### src/sv/efma_pkg.sv
// ----------------------------------------------------------------------------
// efma_pkg: shared constants, types and helpers
// Field prime, coefficient width, pipeline bundles for the multiply-accumulate.
// ----------------------------------------------------------------------------
package efma_pkg;

  localparam int unsigned DEGREE    = 4;
  localparam int unsigned COEF_W    = 50;
  localparam logic [COEF_W-1:0] FIELD_P = 50'd562949954961409;
  localparam logic [2:0]        WRAP_K  = 3'd5;

  typedef logic [COEF_W-1:0] coef_t;
  typedef coef_t [DEGREE-1:0] elem_t;

  // Conditional subtract of p for a value below 2p
  function automatic coef_t red_once(input logic [COEF_W:0] v);
    logic [COEF_W:0] d;
    d = v - {1'b0, FIELD_P};
    red_once = (v >= {1'b0, FIELD_P}) ? d[COEF_W-1:0] : v[COEF_W-1:0];
  endfunction

  // Modular add of two reduced values
  function automatic coef_t add_mod(input coef_t x, input coef_t y);
    add_mod = red_once({1'b0, x} + {1'b0, y});
  endfunction

endpackage

### src/sv/efma_merge.sv
// ----------------------------------------------------------------------------
// efma_merge: merging stage
// Adds the lane products into each accumulator coefficient, two levels.
// ----------------------------------------------------------------------------
module efma_merge (
  input  logic            clk,
  input  logic            en,
  input  efma_pkg::elem_t acc,
  input  efma_pkg::coef_t prod [efma_pkg::DEGREE][efma_pkg::DEGREE],
  output efma_pkg::elem_t sum
);

  // prod[k][i]: term a_i*b_j that lands in coefficient k
  efma_pkg::coef_t lvl_r [efma_pkg::DEGREE][3];

  // Level one: pairwise sums, with the accumulator registered alongside
  always_ff @(posedge clk) begin
    if (en) begin
      for (int k = 0; k < efma_pkg::DEGREE; k++) begin
        lvl_r[k][0] <= efma_pkg::add_mod(prod[k][0], prod[k][1]);
        lvl_r[k][1] <= efma_pkg::add_mod(prod[k][2], prod[k][3]);
        lvl_r[k][2] <= acc[k];
      end
    end
  end

  // Level two: fold the three partial sums
  always_ff @(posedge clk) begin
    if (en) begin
      for (int k = 0; k < efma_pkg::DEGREE; k++) begin
        sum[k] <= efma_pkg::add_mod(efma_pkg::add_mod(lvl_r[k][0], lvl_r[k][1]),
                                    lvl_r[k][2]);
      end
    end
  end

endmodule

### config.mk
export PLATFORM = sky130hd
export DESIGN_NAME = efma_merge
export DESIGN_NICKNAME = d
export VERILOG_FILES = /design/src/sv/efma_pkg.sv /design/src/sv/efma_merge.sv
export SDC_FILE = /design/constraint.sdc
export NUM_CORES = 2
export LEC_CHECK = 0
export ABC_CLOCK_PERIOD_IN_PS = 12000
export BUFFER_PORTS_ARGS = -buffer_cell sky130_fd_sc_hd__buf_2
export CORE_UTILIZATION = 25
export DETAILED_ROUTE_END_ITERATION = 6
export SLEW_MARGIN = 20
export SYNTH_ARGS = -nofsm -noshare
export SYNTH_HDL_FRONTEND = slang
export SYNTH_SLANG_ARGS = --single-unit
### constraint.sdc
create_clock -name clk -period 12 [get_ports clk]
set_input_delay 0.6 -clock clk [delete_from_list [all_inputs] [get_ports clk]]
set_output_delay 0.6 -clock clk [all_outputs]
set_load 0.01 [all_outputs]
Word-level counts from Yosys, hierarchy flattened
Memory sizes are Yosys's and may differ from the RTL's.
Index checks and enable logic that the tools add are counted.
Cells by class
  $add $sub $neg: 32
  $lt $le $gt $ge: 16
  multiplexer cells: 18
Operator list (count)
  adder 50 x 50 -> 51 bit: 16
  >= comparator 51 x 50 -> 1 bit, second input constant: 16
  two-way mux 50 bit: 16
  subtractor 50 bit, second input constant: 16
  two-way mux 1 bit: 2
Word-level totals
  bits in registers: 200
  RAM bits: 600
  input port bits: 1002
  output and inout port bits: 200
  word-level logic and storage cells: 71
  memories: 1
Memories
  lvl_r: depth 4, width 150, read ports 4, clocked after memory_dff 0, wr ports 4, line efma_merge.sv:14  | efma_pkg::coef_t lvl_r [efma_pkg::DEGREE][3];

Logic depth before layout (Yosys ltp)
An unclocked memory read counts as a cell.
  word-level depth: 7
  depth in mapped cells: 36
  depth with buffers taken out: 29

Worst setup path after synthesis
Ideal clock, no wire load.
  path type: register to register
  start point: memory lvl_r[1][50] (netlist bit)
  end point: register sum[101] (netlist bit) (data pin)
  setup time: 260 ps
  data arrival time: 8729 ps
  data required time: 11740 ps
  slack: 3011 ps
  cell stages (with the launch flop): 30
  path buffers: 2
  clock period less this slack: 8989 ps
  cell sequence: edfxtp_1 > ha_1 > fa_1 > a21o_1 > a311o_1 > a2111oi_4 > o41ai_1 > a2111oi_0 > a311oi_1 > nor4_2 > nand4_1 > nor4_1 > a31oi_1 > clkbuf_1 > xnor2_1 > ha_1 > fa_1 > a21o_1 > a21oi_1 > o21ai_1 > a21o_1 > a2111oi_0 > and4b_1 > a31o_2 > or4_1 > nor3b_1 > nand4_1 > o21bai_2 > buf_2 > mux2_2
RTL lines
  start: declaration: line efma_merge.sv:14
  end signal: indexed assignment: line efma_merge.sv:31  | sum[k] <= efma_pkg::add_mod(efma_pkg::add_mod(lvl_r[k][0], lvl_r[k][1]),
  end: declaration: line efma_merge.sv:10  | output efma_pkg::elem_t sum

==> reports/metrics.csv <==
metric,value,unit
outcome,finished with violations,
failing checks,design-rule violations,
die height,626,um
final setup TNS,0,ns
type of the setup path with the least slack,reg2reg,
area of the core,387000,sq um
"Net Count, Synth",13800,
most frequent cell after synthesis,nand2_1,
Total GRT Usage,20.3,%
min-delay worst type,in2reg,
boundary pin count,1202,
Hold Fails Final Rpt,0,
first-pass GRT wire length,607000,um
Clk Tree Root Cell,clkbuf_16,
Die ar.,392000,sq um
Final Setup Violations,0,
first-iteration detailed-routing DRC count,9049,
input/output buffers,1201,
mean cell area of the mapped netlist,8.14,sq um
number of nets in the final layout,14900,
endpoint class of the critical path,flip-flop,
core utilization of the finished layout,29.5,%
H-tree depth,3,
Die X,626,um
cell with the most instances on the worst path,a21o_1,
leading post-synthesis cells by cell area,"edfxtp_1 25%, ha_1 11%, xnor2_1 6.5%",
largest net degree at the start of global routing,122,
multi-input combinational cell area,70500,sq um
most used flip-flop cell after synthesis,edfxtp_1,
vias after detailed routing,101000,
vias in the first global route,93600,
category of the worst setup path launch point,flip-flop,
Vias per Instance,5.50,
Critical Path Max Stage Delay,0.92,ns
final number of max-transition violations,0,
Final Skew,0.0760,ns
total chip power,31.9,mW
number of synthesized register bits,800,
CP max-delay cell,o21bai_4,
"EDFF count, synth",800,
area share of the largest cell type after synthesis,24.7,%
Pre-Repair DR Iteration Count,7,
cell count after synthesis,12000,
RSZ-0062 raised after global routing,no,
sequential element share of the synthesized area,24.7,%
MaxCap Viol Count,0,
worst supply voltage drop on vdd,0.323,mV
initial core utilization,25.2,%
Post-Syn Area,97400,sq um
"Arr. time, crit path",11.37,ns
Routed WL per cell,23.0,um
register clock-pin slew on the reported worst setup and hold paths,0.06,ns
cell taking the most area after synthesis,edfxtp_1,
Yosys Warn Count,0,
Power Dens Cells,280,nW/um^2
final period utilization,90.0,%
number of buffers added by the clock tree synthesis step,106,
insertion delay to the later sink of the worst-skew pair,0.89,ns
worst relative slew slack,20.4,%
crit-path max FO,37,
weighted congestion at the end of routability-driven global placement,1.04,
number of buffers between clock root and the deepest sink,4,
required time of the critical path,12.57,ns
most numerous cell types in the synthesized netlist,"1134 x nand2_1, 1029 x a21oi_1, 897 x nor2_1, 832 x ha_1, 800 x edfxtp_1",
Total Routed Length,422000,um
FF+latch area,24000,sq um
post-detailed-route count of antenna-violating nets,0,
layout overhead on the synthesized area,17.1,%
share of synthesized flip-flops with an asynchronous set or reset,0,%
site row count,228,
number of sinks driven by the clock tree,800,
initial antenna violation count,72,
clock tree from TritonCTS,yes,
peak clock frequency supported by timing,92.6,MHz
grt ovf,0,
number of unique standard cell types used by synthesis,117,
reported leakage power,44.1,nW
HPWL reported at the end of detailed placement,359000,um
remaining routing DRC violations,1,
post-layout min period,10.80,ns
number of filler cells placed in the layout,41400,
Tightest Pin Transition,1.19,ns
proportion of layout cells with a drive suffix above 1,12.8,%
==> cell type report <==
cell class / instances / area share [%]
flip-flops and latches: 800 / 21.1
clock inverters: 75 / 0.592
clock buffers: 115 / 2.36
diodes: 46 / 0.101
repair buffers: 1463 / 7.50
well taps: 5175 / 5.68
inverters: 258 / 0.850
multi-input cells: 10400 / 61.8
==> stage by stage <==
step | hold WS, ns | cells | cell area, sq um | setup slack (ns)
floorplan | 0.693 | 12000 | 97400 | 3.01
global placement | 0.777 | 17900 | 108000 | 1.70
detailed placement | 0.778 | 17900 | 108000 | 1.44
CTS | 0.0266 | 18300 | 114000 | 1.39
global route | 0.0449 | 18300 | 114000 | 0.347
finish | 0.104 | 18300 | 114000 | 1.20
==> per-layer routing <==
metal	global-route usage (%)	vias up	part of all wire, %
li1	-	47900	-
met1	25.3	48300	42
met2	33.7	3999	46
met3	2.71	723	6.2
met4	10.9	28	5.9
met5	0.185	-	0.046
==> logic make-up (layout without fill, tap and decap cells) <==
family / count (synthesis) / count (layout) / share of synthesized area, %
AND/OR/NAND/NOR: 4533 / 4533 / 23.9
AO/OA/AOI/OAI: 3715 / 3715 / 25.4
XOR/XNOR: 1238 / 1238 / 11.1
adder cells (fa/ha/maj): 848 / 848 / 11.0
flip-flops: 800 / 800 / 24.7
buffers and inverters: 757 / 1911 / 3.02
multiplexers: 76 / 76 / 0.806
other: 0 / 46 / 0
==> cells in the final DEF, fill, tap and decap left out, types with 65 or more instances in the layout <==
master / n
buf_2: 1200
nand2_1: 1134
a21oi_1: 1028
nor2_1: 897
ha_1: 832
edfxtp_1: 800
xnor2_1: 725
o21ai_0: 644
xor2_1: 513
a21o_1: 463
nor3_1: 428
nand4_1: 348
nand3_1: 337
inv_1: 258
dlygate4sd3_1: 199
nor4_1: 186
and2_1: 185
or3_1: 182
a211oi_1: 178
o21a_1: 151
o211ai_1: 129
o21bai_1: 123
nand2b_1: 114
and3_1: 112
a31oi_1: 109
or2_2: 108
clkbuf_16: 106
o31ai_1: 86
nor2b_1: 84
nor3b_1: 68
a2111oi_0: 65
==> power by group <==
part / internal, mW / switching, mW
clock: 1.76 / 1.40
combinational: 8.38 / 15.2
sequential: 4.56 / 0.568
==> critical path: cells and delay by family, from the launching register on <==
| family | cells | cell delay, ns |
|---|---|---|
| buffers and inverters | 1 | 0.24 |
| and+or+nand+nor | 8 | 3.34 |
| xor gates and xnor gates | 1 | 0.15 |
| muxes | 1 | 0.42 |
| DFF | 1 | 0.37 |
| AOI/OAI and AO/OA | 15 | 4.96 |
| adders and majority gates | 3 | 1.03 |
==> repair_timing <==
item                                   4_1_cts  5_1_grt
endpoints found under the hold margin      199        0
resized for setup                            0        0
hold buffers                               199        0
buffers inserted                             0        0
==> final timing paths <==
| check | to | slack, ns | start | cells after the start |
|---|---|---|---|---|
| worst min-delay path | lvl_r[1][38] | 0.10 | acc[138] | 1 |
| worst max-delay path | sum[101] | 1.20 | lvl_r[1][50] | 29 |
| worst max register to register | sum[101] | 1.20 | lvl_r[1][50] | 29 |
| worst min register to register | sum[50] | 0.88 | lvl_r[0][150] | 3 |
==> flip-flops by register name (all words and copies together), names as in the netlist <==
| name | flops |
|---|---|
| lvl_r | 600 |
| sum | 200 |
Power figures use the tool's default switching activity.
